[config.mk]
export PLATFORM = sky130hd
export DESIGN_NAME = psd_sqrt_cell
export DESIGN_NICKNAME = d
export VERILOG_FILES = /design/src/rtl/psd_pkg.sv /design/src/rtl/psd_sqrt_cell.sv
export SDC_FILE = /design/constraint.sdc
export NUM_CORES = 1
export LEC_CHECK = 0
export ABC_AREA = 1
export BUFFER_PORTS_ARGS = -buffer_cell sky130_fd_sc_hd__buf_2
export CORE_AREA = 2 2 241 243
export CTS_CLUSTER_SIZE = 16
export DETAILED_ROUTE_END_ITERATION = 7
export DIE_AREA = 0 0 243 245
export PLACE_DENSITY = 0.45
export SLEW_MARGIN = 15
export SYNTH_ARGS = -nofsm -noshare
export SYNTH_HDL_FRONTEND = slang
export SYNTH_SLANG_ARGS = --single-unit
[constraint.sdc]
create_clock -name clk_i -period 3.5 [get_ports clk_i]
set_clock_uncertainty 0.1 [all_clocks]
set_input_delay 0.35 -clock clk_i [delete_from_list [all_inputs] [get_ports clk_i]]
set_output_delay 0.35 -clock clk_i [all_outputs]
set_load 0.05 [all_outputs]
[src/rtl/psd_pkg.sv]
`default_nettype none
package psd_pkg;
  localparam int unsigned FracBits = 12;
  localparam int unsigned TBits = 32;
  localparam int unsigned SqrtBits = 36;
  localparam logic [31:0] TolReset = 32'd1;

  typedef enum logic [1:0] {
    POS_WITHIN = 2'd0,
    POS_BEFORE = 2'd1,
    POS_PAST   = 2'd2
  } pos_e;

  // Which point the nearest point is taken from.
  typedef enum logic [1:0] {
    SEL_START = 2'd0,
    SEL_END   = 2'd1,
    SEL_INNER = 2'd2
  } sel_e;

  // Data carried down the cell chain.
  typedef struct packed {
    logic signed [32:0] px, py, pz;
    logic signed [32:0] sx, sy, sz;
    logic signed [32:0] dx, dy, dz;
    logic               use_z;
    logic               degen;
  } geom_t;

  typedef struct packed {
    logic [31:0] t;
    logic [69:0] rem;
    logic [69:0] den;
  } div_t;

  typedef struct packed {
    logic [63:0] dist2;
    logic [71:0] rad;
    logic [35:0] rem;
    logic [35:0] root;
    logic signed [31:0] nx, ny, nz;
    pos_e        pos;
  } res_t;
endpackage
`default_nettype wire

[src/rtl/psd_sqrt_cell.sv]
`default_nettype none
// One bit of the integer square root of the along radicand, by digit recurrence:
// two radicand bits enter the partial remainder and 4*root+1 is tried against it.
module psd_sqrt_cell (
  input  wire           clk_i,
  input  wire           en_i,
  input  psd_pkg::res_t res_i,
  output psd_pkg::res_t res_o
);
  import psd_pkg::*;
  logic [37:0] sh;
  logic [37:0] trial;
  res_t        nxt;

  always_comb begin
    sh      = {res_i.rem, res_i.rad[71:70]};
    trial   = {res_i.root, 2'b01};
    nxt     = res_i;
    nxt.rad = {res_i.rad[69:0], 2'b00};
    if (sh >= trial) begin
      nxt.rem  = 36'(sh - trial);
      nxt.root = {res_i.root[34:0], 1'b1};
    end else begin
      nxt.rem  = sh[35:0];
      nxt.root = {res_i.root[34:0], 1'b0};
    end
  end

  always_ff @(posedge clk_i) begin
    if (en_i) res_o <= nxt;
  end
endmodule
`default_nettype wire

==> results.json <==
{
  "worst_pin_slew_ps": 850,
  "route.detailed.vias_per_inst": 4.05,
  "fill_cells": 5782,
  "synthDistinctLibCells": 31,
  "dieArea_mm2": 0.0595,
  "maxCapViolCount": 0,
  "synth_cells": 1003,
  "track_usage_pct": 19.8,
  "dr.pass1.iters": 5,
  "worstSetupEndpoint": "res_o[150]",
  "status": "finished clean",
  "worst_ir_drop_vdd_mv": 0.377,
  "syn-cell-area_mm2": 0.0126,
  "drive_gt1_share_pct": 36.4,
  "hpwl_um": 48400,
  "critPathLaunch": "res_i[113]",
  "largestRegisters": "res_o: 304 flops",
  "synth_area_per_cell_um2": 12.6,
  "port_buffers": 611,
  "hold_path_class": "in2reg",
  "required_ps": 3790,
  "boundaryPins": 614,
  "fin_hold_ws_ps": 38.6,
  "stdcell_count": 2720,
  "seq_area_frac_synth_pct": 72.3,
  "numCtsBuffers": 37,
  "die_w_um": 243,
  "htreeDepth": 2,
  "antenna_found_initial": 14,
  "clk_path_buf_depth": 3,
  "tritoncts": "built",
  "routed_wl_um": 60700,
  "timing.fmax_mhz": 346,
  "powerDensity_mw_per_mm2": 539,
  "yosys_warnings": 0,
  "slew_viol_final": 0,
  "largest_reg_flops": 304,
  "grt_overflow": 0,
  "num_rows": 88,
  "final-setup-viol-count": 0,
  "slew-limit-headroom_pct": 43.4,
  "cts.sinks": 304,
  "grt_pass1_vias": 11492,
  "gp_congestion": 0.912,
  "cp-start-kind": "input pin",
  "critical_path_arrival_ps": 3180,
  "grt_pass1_wl_um": 83400,
  "ant_nets": 0,
  "final_net_count": 2273,
  "clockRootBuffer": "clkbuf_16",
  "regMostFlops": "res_o",
  "core_area_mm2": 0.0570,
  "die_y_um": 245,
  "min_period_ps": 2890,
  "setup_tns_ps": 0,
  "p_leak_nw": 9.41,
  "drt_iter0_drc": 611,
  "cts.repair.resized": 0,
  "via_count": 11015,
  "ys_ff_latch": 304,
  "period_share_pct": 82.6,
  "drcViolationCount": 0,
  "worst_setup_path_end_kind": "flop",
  "wl_per_cell_um": 22.3,
  "clk_pin_slew_worst_paths_ps": 60,
  "rsz0062_at_grt": "false",
  "final_hold_viol_count": 0,
  "area_growth_pct": 63.6,
  "crit_type": "in2reg",
  "place_inst": 2379,
  "start_util_pct": 22.1,
  "power_mw": 11.1,
  "grt_start_max_net_pins": 96,
  "cp_max_fo": 35
}
[kinds of logic (layout without fill, tap and decap cells)]
family / Yosys count / after routing / synth area share, %
buffers and inverters: 149 / 1096 / 4.97
other: 1 / 6 / 0.0297
and+or+nand+nor: 450 / 450 / 15.7
DFF: 304 / 304 / 72.3
AOI/OAI and AO/OA: 43 / 43 / 1.96
adders and majority gates: 38 / 38 / 3.77
xor gates and xnor gates: 18 / 18 / 1.25
[worst min path at each step]
stage,start,to,depth (start not counted)
after floorplan,res_i[0],res_o[0],0
after global placement,res_i[232],res_o[234],1
after detailed placement,res_i[48],res_o[48],1
after CTS,res_i[161],res_o[163],3
after global routing,res_i[166],res_o[168],3
final,res_i[150],res_o[152],3
[power breakdown]
group | internal (mW) | total (mW) | switching (mW)
clock | 2.35 | 3.93 | 1.58
sequential | 4.38 | 4.48 | 0.0992
combinational | 0.745 | 2.73 | 1.99
[cell type report]
class	instances	area, µm²	area share (%)
diodes	4	10.0	0.0485
inverters	136	510	2.47
flip-flops and latches	304	9130	44.2
clock buffers	42	966	4.68
repair buffers	897	5960	28.9
well taps	765	957	4.64
clock inverters	21	241	1.17
multi-input cells	551	2870	13.9
[metrics by stage]
stage	util (%)	setup WS (ps)	cell area, µm²
2_1_floorplan	-	1400	12600
3_3_place_gp	29.3	558	16700
3_5_place_dp	29.3	585	16700
4_1_cts	36.2	611	20600
5_1_grt	36.2	479	20600
6_report	36.2	610	20600
[cell usage after synthesis]
cell type  instances  area [µm²]
xnor2_1            1        8.76
nand3_1           68         340
o21ai_0            5        25.0
conb_1             1        3.75
nand2_1          272        1020
a21oi_2            1        8.76
xor2_1            17         149
nand2_2           10        62.6
ha_1              38         475
buf_4              2        15.0
nand2_4            1        11.3
and2_1             1        6.26
a21o_1             1        7.51
o21bai_1           7        52.6
o21a_1             1        7.51
nor3_1             5        25.0
buf_6              5        56.3
nand3b_1           9        67.6
nor2_1            53         199
nand3_2           11         110
a21boi_2           1        11.3
clkinv_1           1        3.75
buf_12             1        20.0
nand4_1            8        50.1
edfxtp_1         304        9130
nor4_1             1        6.26
a21oi_1           27         135
inv_1            135         507
buf_2              5        25.0
nor2_2             8        50.1
nor2_4             3        33.8
[what timing repair did]
item,in CTS,in global routing
hold endpoints to repair,274,0
hold buffers,274,0
setup buffers,0,0
[metal layers]
layer	track usage (%)	vias to the layer above	wire, µm
met4	8.05	14	2700
met3	6.13	97	4520
li1	-	5267	-
met1	22.1	5215	22800
met5	0	-	91
met2	34.9	422	30600
[cell usage in the layout (no fill, tap or decap), drive strengths merged]
master / count
inv: 135
conb: 2
nand2: 283
nor3: 5
buf: 623
ha: 38
a21oi: 28
nand3b: 9
nand4: 8
and2: 1
bufinv: 5
o21a: 1
clkinvlp: 2
clkinv: 15
clkbuf: 42
nor4: 1
xnor2: 1
nand3: 79
nor2: 64
a21o: 1
o21ai: 5
a21boi: 1
xor2: 17
dlygate4sd3: 274
o21bai: 7
diode: 4
edfxtp: 304
[critical path, cell delays in order]
cell           delay, ps
dlygate4sd3_1        540
buf_2                190
inv_1                100
ha_1                 370
nand2_2              140
inv_1                 50
nand2_1               60
nand2_1              110
a21oi_2              280
nor2_1                80
nor2_2               170
nand2_2              120
nand2_4              360
nand3_1              140
nand2_1              110
No activity file was read; power rests on OpenSTA's default activity.
