## config.mk

```make
export PLATFORM = sky130hd
export DESIGN_NAME = psd_div_cell
export DESIGN_NICKNAME = d
export VERILOG_FILES = /design/src/rtl/psd_pkg.sv /design/src/rtl/psd_div_cell.sv
export SDC_FILE = /design/constraint.sdc
export NUM_CORES = 1
export LEC_CHECK = 0
export BUFFER_PORTS_ARGS = -buffer_cell sky130_fd_sc_hd__buf_2
export CORE_AREA = 2 2 369 371
export CTS_BUF_LIST = sky130_fd_sc_hd__clkbuf_2 sky130_fd_sc_hd__clkbuf_4 sky130_fd_sc_hd__clkbuf_8
export DETAILED_ROUTE_END_ITERATION = 12
export DIE_AREA = 0 0 371 373
export GPL_ROUTABILITY_DRIVEN = 0
export GPL_TIMING_DRIVEN = 0
export PLACE_DENSITY = 0.38
export SYNTH_ARGS = -nofsm -noshare
export SYNTH_HDL_FRONTEND = slang
export SYNTH_SLANG_ARGS = --single-unit
```

## constraint.sdc

```tcl
create_clock -name clk_i -period 4.7 [get_ports clk_i]
set_input_delay 0.235 -clock clk_i [delete_from_list [all_inputs] [get_ports clk_i]]
set_output_delay 0.235 -clock clk_i [all_outputs]
set_load 0.05 [all_outputs]
```

## src/rtl/psd_pkg.sv

```systemverilog
`default_nettype none
package psd_pkg;
  localparam int unsigned FracBits = 12;
  localparam int unsigned TBits = 32;
  localparam int unsigned SqrtBits = 36;
  localparam logic [31:0] TolReset = 32'd1;

  typedef enum logic [1:0] {
    POS_WITHIN = 2'd0,
    POS_BEFORE = 2'd1,
    POS_PAST   = 2'd2
  } pos_e;

  // Which point the nearest point is taken from.
  typedef enum logic [1:0] {
    SEL_START = 2'd0,
    SEL_END   = 2'd1,
    SEL_INNER = 2'd2
  } sel_e;

  // Data carried down the cell chain.
  typedef struct packed {
    logic signed [32:0] px, py, pz;
    logic signed [32:0] sx, sy, sz;
    logic signed [32:0] dx, dy, dz;
    logic               use_z;
    logic               degen;
  } geom_t;

  typedef struct packed {
    logic [31:0] t;
    logic [69:0] rem;
    logic [69:0] den;
  } div_t;

  typedef struct packed {
    logic [63:0] dist2;
    logic [71:0] rad;
    logic [35:0] rem;
    logic [35:0] root;
    logic signed [31:0] nx, ny, nz;
    pos_e        pos;
  } res_t;
endpackage
`default_nettype wire

```

## src/rtl/psd_div_cell.sv

```systemverilog
`default_nettype none
// One restoring division step of t = floor(num * 2^32 / den).
module psd_div_cell (
  input  wire                 clk_i,
  input  wire                 en_i,
  input  psd_pkg::div_t       div_i,
  input  psd_pkg::geom_t      geom_i,
  input  psd_pkg::pos_e       pos_i,
  input  psd_pkg::sel_e       sel_i,
  output psd_pkg::div_t       div_o,
  output psd_pkg::geom_t      geom_o,
  output psd_pkg::pos_e       pos_o,
  output psd_pkg::sel_e       sel_o
);
  import psd_pkg::*;
  logic [70:0] sh;
  div_t        nxt;

  always_comb begin
    sh = {div_i.rem, 1'b0};
    nxt.den = div_i.den;
    if (sh >= {1'b0, div_i.den}) begin
      nxt.rem = 70'(sh - {1'b0, div_i.den});
      nxt.t = {div_i.t[30:0], 1'b1};
    end else begin
      nxt.rem = sh[69:0];
      nxt.t = {div_i.t[30:0], 1'b0};
    end
  end

  always_ff @(posedge clk_i) begin
    if (en_i) begin
      div_o  <= nxt;
      geom_o <= geom_i;
      pos_o  <= pos_i;
      sel_o  <= sel_i;
    end
  end
endmodule
`default_nettype wire

```

==> flow_summary.yaml, run 1 <==
timing:
  hold_violations: 0
  rsz0062_at_grt: "no"
  holdWs_ns: 0.117
  setup_viol_count_final: 0
  worst_pin_slew_ns: 0.812
  fin_crit_ns: 4.42
  drv_slew: 0
  final.setup.worst_slack_ns: 0.276
  max_slew_margin_pct: 45.8
  fmax_ghz: 0.226
  fin_crit_sh_pct: 94.1
cts:
  cts_tree: "yes"
  clock_sinks: 475
  cts.reportedPaths.clkPinSlew_ns: 0.06
  post_cts_resized: 0
  htree_levels: 3
  cts_buffers: 97
  post_cts_buffers: 0
  cts_buffer_depth: 3
  cts-root-buf: "clkbuf_8"
pwr:
  peakVddDrop_v: 0.000208
  p_per_area_nw_per_um2: 404
  total_power_uw: 13600
  p_leak_uw: 0.0141
critical_path:
  cpPeakStageDelay_ns: 0.84
  path_class: "in -> reg"
  worstSetupEndpointType: "flip-flop"
  crit_chain: "dlygate4sd3_1 -> buf_2 -> inv_1 -> ha_1 -> nand4_1 -> nor4_1 -> or3b_1 -> a2bb2oi_1 -> a2111oi_2 -> o21ai_0 -> nor3b_1 -> o21ai_0 -> xnor2_1 -> a21oi_1"
  crit_required_ns: 5.23
  crit_path_top_delay_cell: "a2111oi_2"
  start_kind: "input port"
  worst_path_most_repeated_cell: "o21ai_0"
  crit_fanout: 7
  crit_arrival_ns: 4.96
  critPathLaunch: "div_i[33]"
global_routing:
  grt_pass1_vias: 18101
  track_usage_pct: 17.3
  antenna_found_initial: 77
  overflow: 0
  grt_max_degree: 113
  grt_pass1_wl_um: 160000
logic_synthesis:
  synth_xor_area_share_pct: 3.00
  synth_area_um2: 19600
  synth_edf_count: 475
  synth.avg_cell_area_um2: 14.9
  synthFlopType: "edfxtp_1"
  synth.area.mux_share_pct: 0.971
  synthCells: 1313
  synth-seq-cells: 475
  synthArstFlopShare_pct: 0
  synth_compound_area_share_pct: 10.0
  yosysWarningCount: 0
  syn-num-nets: 1861
  yosysSeqAreaShare_pct: 72.8
  yosys.area_share.simple_pct: 5.68
  synth_top_family_by_area: "compound AO/OA/AOI/OAI gates"
  ys_types: 58
  synthAdderAreaFrac_pct: 4.57
route:
  first_pass_iters: 7
  drc: 0
  ant_nets: 0
  drt_iter0_markers: 970
  wirelength_um: 124000
  vias: 17451
  wl_per_cell_um: 26.3
  routed_via_density: 3.69
cells_and_area:
  final_common_cell: "buf_2"
  post-route-util_pct: 24.9
  drive_gt1_share_pct: 40.4
  layout_common_cells: "buf_2 (954), edfxtp_1 (475), dlygate4sd3_1 (474), a21oi_1 (115), clkbuf_8 (97)"
  fill_cells: 14491
  syn2layout_area_growth_pct: 71.4
  final_nets: 3388
die:
  design.core.area_um2: 135000
  start_util_pct: 14.5
  die_area_um2: 138000
  io_pins: 952
  die_y_um: 373
  core.rowCount: 135
  die_x_um: 371
hold_path:
  hp-class: "in -> reg"
  hold_path_startpoint: "geom_i[155]"
job:
  cap_violations: 0
status:
  status: "complete, no violations"
placed_design:
  detailedPlacementHpwl_um: 103000
  io_buffers: 950
  dpl_worst_slack_ns: -0.00215
==> cell families (layout without fill, tap and decap cells) <==
kind of cell    Yosys count  after routing
compound gates          307            307
mux                      17             17
simple gates            245            245
buf+inv                 131           1736
other cells               0             33
fa+ha+maj                71             71
xor+xnor                 67             67
flops                   475            475
==> metal layers <==
metal / share of wire [%] / wire length [µm] / global-route usage [%] / vias to the layer above
met3: 11 / 13200 / 8.40 / 217
met1: 37 / 45900 / 18.2 / 8447
li1: - / - / - / 8038
met2: 49 / 61600 / 30.5 / 717
met4: 2.9 / 3610 / 4.41 / 32
met5: 0.17 / 209 / 0 / -
==> final timing paths <==
check,endpoint,cells after the start
setup / recovery,div_o[137],14
hold / removal,geom_o[155],2
==> area by class of cell <==
type	count	area, µm²	area share [%]
clock buffers	125	1550	4.60
diodes	33	82.6	0.246
multi-input cells	707	4760	14.2
plain buffers	38	224	0.667
well taps	1781	2230	6.64
repair buffers	1428	9620	28.7
clock inverters	52	499	1.49
flip-flops and latches	475	14300	42.5
inverters	93	349	1.04
==> Yosys cell counts (3+ instances only) <==
| cell | number | area share, % |
|---|---|---|
| edfxtp_1 | 475 | 73 |
| a31oi_1 | 15 | 0.48 |
| xor2_1 | 20 | 0.89 |
| nand2_1 | 67 | 1.3 |
| o21ai_1 | 3 | 0.077 |
| ha_1 | 70 | 4.5 |
| and2_1 | 4 | 0.13 |
| nand3_1 | 13 | 0.33 |
| inv_1 | 93 | 1.8 |
| a211oi_1 | 4 | 0.15 |
| nor2_1 | 96 | 1.8 |
| buf_6 | 8 | 0.46 |
| nand4_1 | 22 | 0.70 |
| xnor2_1 | 47 | 2.1 |
| nand2b_1 | 4 | 0.13 |
| buf_2 | 5 | 0.13 |
| a221oi_1 | 3 | 0.13 |
| mux2_1 | 8 | 0.46 |
| a21o_1 | 42 | 1.6 |
| o21a_1 | 6 | 0.23 |
| a21oi_2 | 28 | 1.3 |
| nor2b_1 | 5 | 0.16 |
| nor4_1 | 3 | 0.096 |
| and3_1 | 7 | 0.22 |
| nand3b_1 | 3 | 0.11 |
| clkbuf_1 | 21 | 0.40 |
| o21ai_0 | 45 | 1.1 |
| buf_4 | 4 | 0.15 |
| a21oi_1 | 115 | 2.9 |
| or2_2 | 3 | 0.096 |
| mux2_2 | 8 | 0.46 |
| a211o_1 | 3 | 0.13 |
| o22ai_1 | 3 | 0.096 |
| a21boi_0 | 3 | 0.11 |
| o21bai_1 | 17 | 0.65 |
| nor3_1 | 10 | 0.26 |
==> state kept, by name (all words and copies together) (netlist names) <==
name	count
sel_o	2
pos_o	2
div_o	172
geom_o	299
==> power by group <==
| group | leakage (µW) | switching (µW) | internal [µW] |
|---|---|---|---|
| clock | 0.00108 | 2210 | 2580 |
| combinational | 0.00838 | 2580 | 990 |
| sequential | 0.00465 | 98.0 | 5120 |
==> worst max-delay path: cells and delay by family <==
| family | cells | cell delay (ns) |
|---|---|---|
| simple gates | 4 | 1.53 |
| buf+inv | 3 | 0.81 |
| fa+ha+maj | 1 | 0.41 |
| compound gates | 5 | 1.79 |
| xor+xnor | 1 | 0.16 |
==> stage by stage <==
stage	setup TNS [ns]	cells	area [µm²]
2_1_floorplan	0	1313	19600
3_3_place_gp	-2395.84	4044	26600
3_5_place_dp	-0.00215	4048	26700
4_1_cts	0	4699	33500
5_1_grt	0	4717	33500
6_report	0	4732	33600
==> what timing repair did <==
action / in CTS / in global routing
hold buffers: 474 / 0
endpoints found under the hold margin: 552 / 0
endpoints found under the setup margin: 0 / 0
Power figures use the tool's default switching activity.
==> run 2, diff against run 1 <==
--- a/config.mk
+++ b/config.mk
@@ -5,14 +5,14 @@
 export SDC_FILE = /design/constraint.sdc
 export NUM_CORES = 1
 export LEC_CHECK = 0
-export BUFFER_PORTS_ARGS = -buffer_cell sky130_fd_sc_hd__buf_2
 export CORE_AREA = 2 2 369 371
 export CTS_BUF_LIST = sky130_fd_sc_hd__clkbuf_2 sky130_fd_sc_hd__clkbuf_4 sky130_fd_sc_hd__clkbuf_8
 export DETAILED_ROUTE_END_ITERATION = 12
 export DIE_AREA = 0 0 371 373
+export DONT_BUFFER_PORTS = 1
 export GPL_ROUTABILITY_DRIVEN = 0
 export GPL_TIMING_DRIVEN = 0
-export PLACE_DENSITY = 0.38
+export PLACE_DENSITY = 0.32
 export SYNTH_ARGS = -nofsm -noshare
 export SYNTH_HDL_FRONTEND = slang
 export SYNTH_SLANG_ARGS = --single-unit
==> run 2 against run 1 <==
Net effect:
- power down 4.7%
- core utilization fell by 2.4 points
- fmax decreased by 1.2%
- first-iteration DRC count down 2.6%
- sequential power rose by 32%
- routed wire length decreased by 6.5%
- critical path type unchanged
- global-route usage is 1.2 points lower
- the flow now finishes with violations (negative hold slack)
- clock power is 3% lower
==> flow_summary.yaml, run 2 (synthesis gave the netlist of run 1 again) <==
status:
  status: "finished with violations"
  failed_checks: "negative hold slack"
critical_path:
  crit_required_ns: 5.17
  crit_arrival_ns: 4.94
  worstSetupEndpointType: "flip-flop"
  crit_fanout: 6
  start_kind: "input port"
  path_class: "in -> reg"
global_routing:
  overflow: 0
  grt_max_degree: 476
  grt_pass1_vias: 15345
  track_usage_pct: 16.1
  grt_pass1_wl_um: 148000
  antenna_found_initial: 67
cts:
  clock_sinks: 475
  htree_levels: 3
  cts_tree: "yes"
  cts.reportedPaths.clkPinSlew_ns: 0.06
  cts_buffers: 90
  post_cts_buffers: 0
  cts-root-buf: "clkbuf_8"
  cts_buffer_depth: 3
  cts_hold_buf: 644
  post_cts_resized: 0
placed_design:
  io_buffers: 0
  place_area_um2: 21800
  detailedPlacementHpwl_um: 89500
  dpl_worst_slack_ns: 0.0886
cells_and_area:
  multiInputGateArea_um2: 4760
  syn2layout_area_growth_pct: 54.8
  final_area_um2: 30300
  drive_gt1_share_pct: 10.1
  largest_reg_flops: 299
  regArea_um2: 14300
  largest-register: "geom_o"
  final_nets: 2597
  reg.largest.list: "geom_o (299), div_o (172)"
  final_common_cell: "dlygate4sd3_1"
  layout_common_cells: "dlygate4sd3_1 (644), edfxtp_1 (475), a21oi_1 (115), nor2_1 (96), inv_1 (93)"
  fill_cells: 14210
die:
  die_y_um: 373
  design.core.area_um2: 135000
  start_util_pct: 14.5
  die_x_um: 371
  die_area_um2: 138000
  core.rowCount: 135
  io_pins: 952
route:
  routed-wl-met2_um: 57700
  first_pass_iters: 5
  drc: 0
  wl_met3_um: 12000
  ant_nets: 0
  vias: 14700
  drt_iter0_markers: 945
  wl_met1_um: 43100
  wl_per_cell_um: 29.6
  top_layer: "met5"
  wirelength_um: 116000
  routed_via_density: 3.74
hold_path:
  hold_path_startpoint: "en_i"
  min_to: "geom_o[136]"
  hp-class: "in -> reg"
  hold_depth: 0
timing:
  fin_crit_sh_pct: 95.3
  drv_slew: 0
  rsz0062_at_grt: "no"
  fin_crit_ns: 4.48
  final.setup.worst_slack_ns: 0.223
  setup_viol_count_final: 0
  fmax_ghz: 0.223
  hold_violations: 171
  worst_pin_slew_ns: 1.27
  holdWs_ns: -0.389
  max_slew_margin_pct: 15.6
pwr:
  p_per_area_nw_per_um2: 427
  peakVddDrop_v: 0.000197
  p_leak_uw: 0.0109
job:
  cap_violations: 0
[run 2: cell types whose count changed in the layout (fill, tap and decap cells not counted), sizes merged]
| cell | change |
|---|---|
| diode | -5 |
| dlygate4sd3 | +170 |
| clkinvlp | +9 |
| clkinv | -2 |
| bufinv | +3 |
| inv | -4 |
| buf | -954 |
| clkbuf | -16 |
[run 2: stage by stage]
step           total power, µW  instances  setup TNS (ns)  util [%]
4_1_cts                  13200       3905               0      22.5
3_5_place_dp              7900       3094               0      16.2
2_1_floorplan             7320       1313               0         -
3_3_place_gp              7920       3094           -2.86      16.2
6_report                 12900       3933               0      22.5
5_1_grt                  13400       3916               0      22.5
[run 2: report_power, final]
| part | switching [µW] | total [µW] | internal (µW) |
|---|---|---|---|
| logic | 716 | 1410 | 699 |
| clock network | 2080 | 4630 | 2550 |
| registers | 1730 | 6890 | 5160 |
[run 2: critical path, stage by stage]
cell           delay [ns]
dlygate4sd3_1        0.77
inv_1                0.09
ha_1                 0.39
nand4_1              0.33
nor4_1               0.56
or3b_1               0.40
a2bb2oi_1            0.23
a2111oi_2            0.80
o21ai_0              0.37
nor3b_1              0.26
o21ai_0              0.23
xnor2_1              0.17
a21oi_1              0.10
[run 2: area by class of cell]
cell class	instances	share of cell area (%)
multi-input cells	707	15.7
inverters	93	1.15
plain buffers	38	0.739
well taps	1781	7.35
flip-flops and latches	475	47.1
diodes	28	0.231
clock inverters	58	1.93
clock buffers	109	4.60
repair buffers	644	21.3
[run 2: worst max path at each step]
stage	from	cells past startpoint	to	slack, ns
2_1_floorplan	div_i[12]	13	div_o[103]	1.60
3_3_place_gp	div_i[2]	13	div_o[136]	-0.93
3_5_place_dp	div_i[2]	15	div_o[122]	0.09
4_1_cts	div_i[4]	16	div_o[122]	0.28
5_1_grt	div_i[4]	14	div_o[136]	0.07
6_report	div_i[34]	13	div_o[137]	0.22
[run 2: routing by layer]
metal	global-route usage [%]	vias to the layer above
met5	0	-
met4	5.02	20
met3	6.75	196
met2	28.3	769
met1	17.5	7273
li1	-	6442
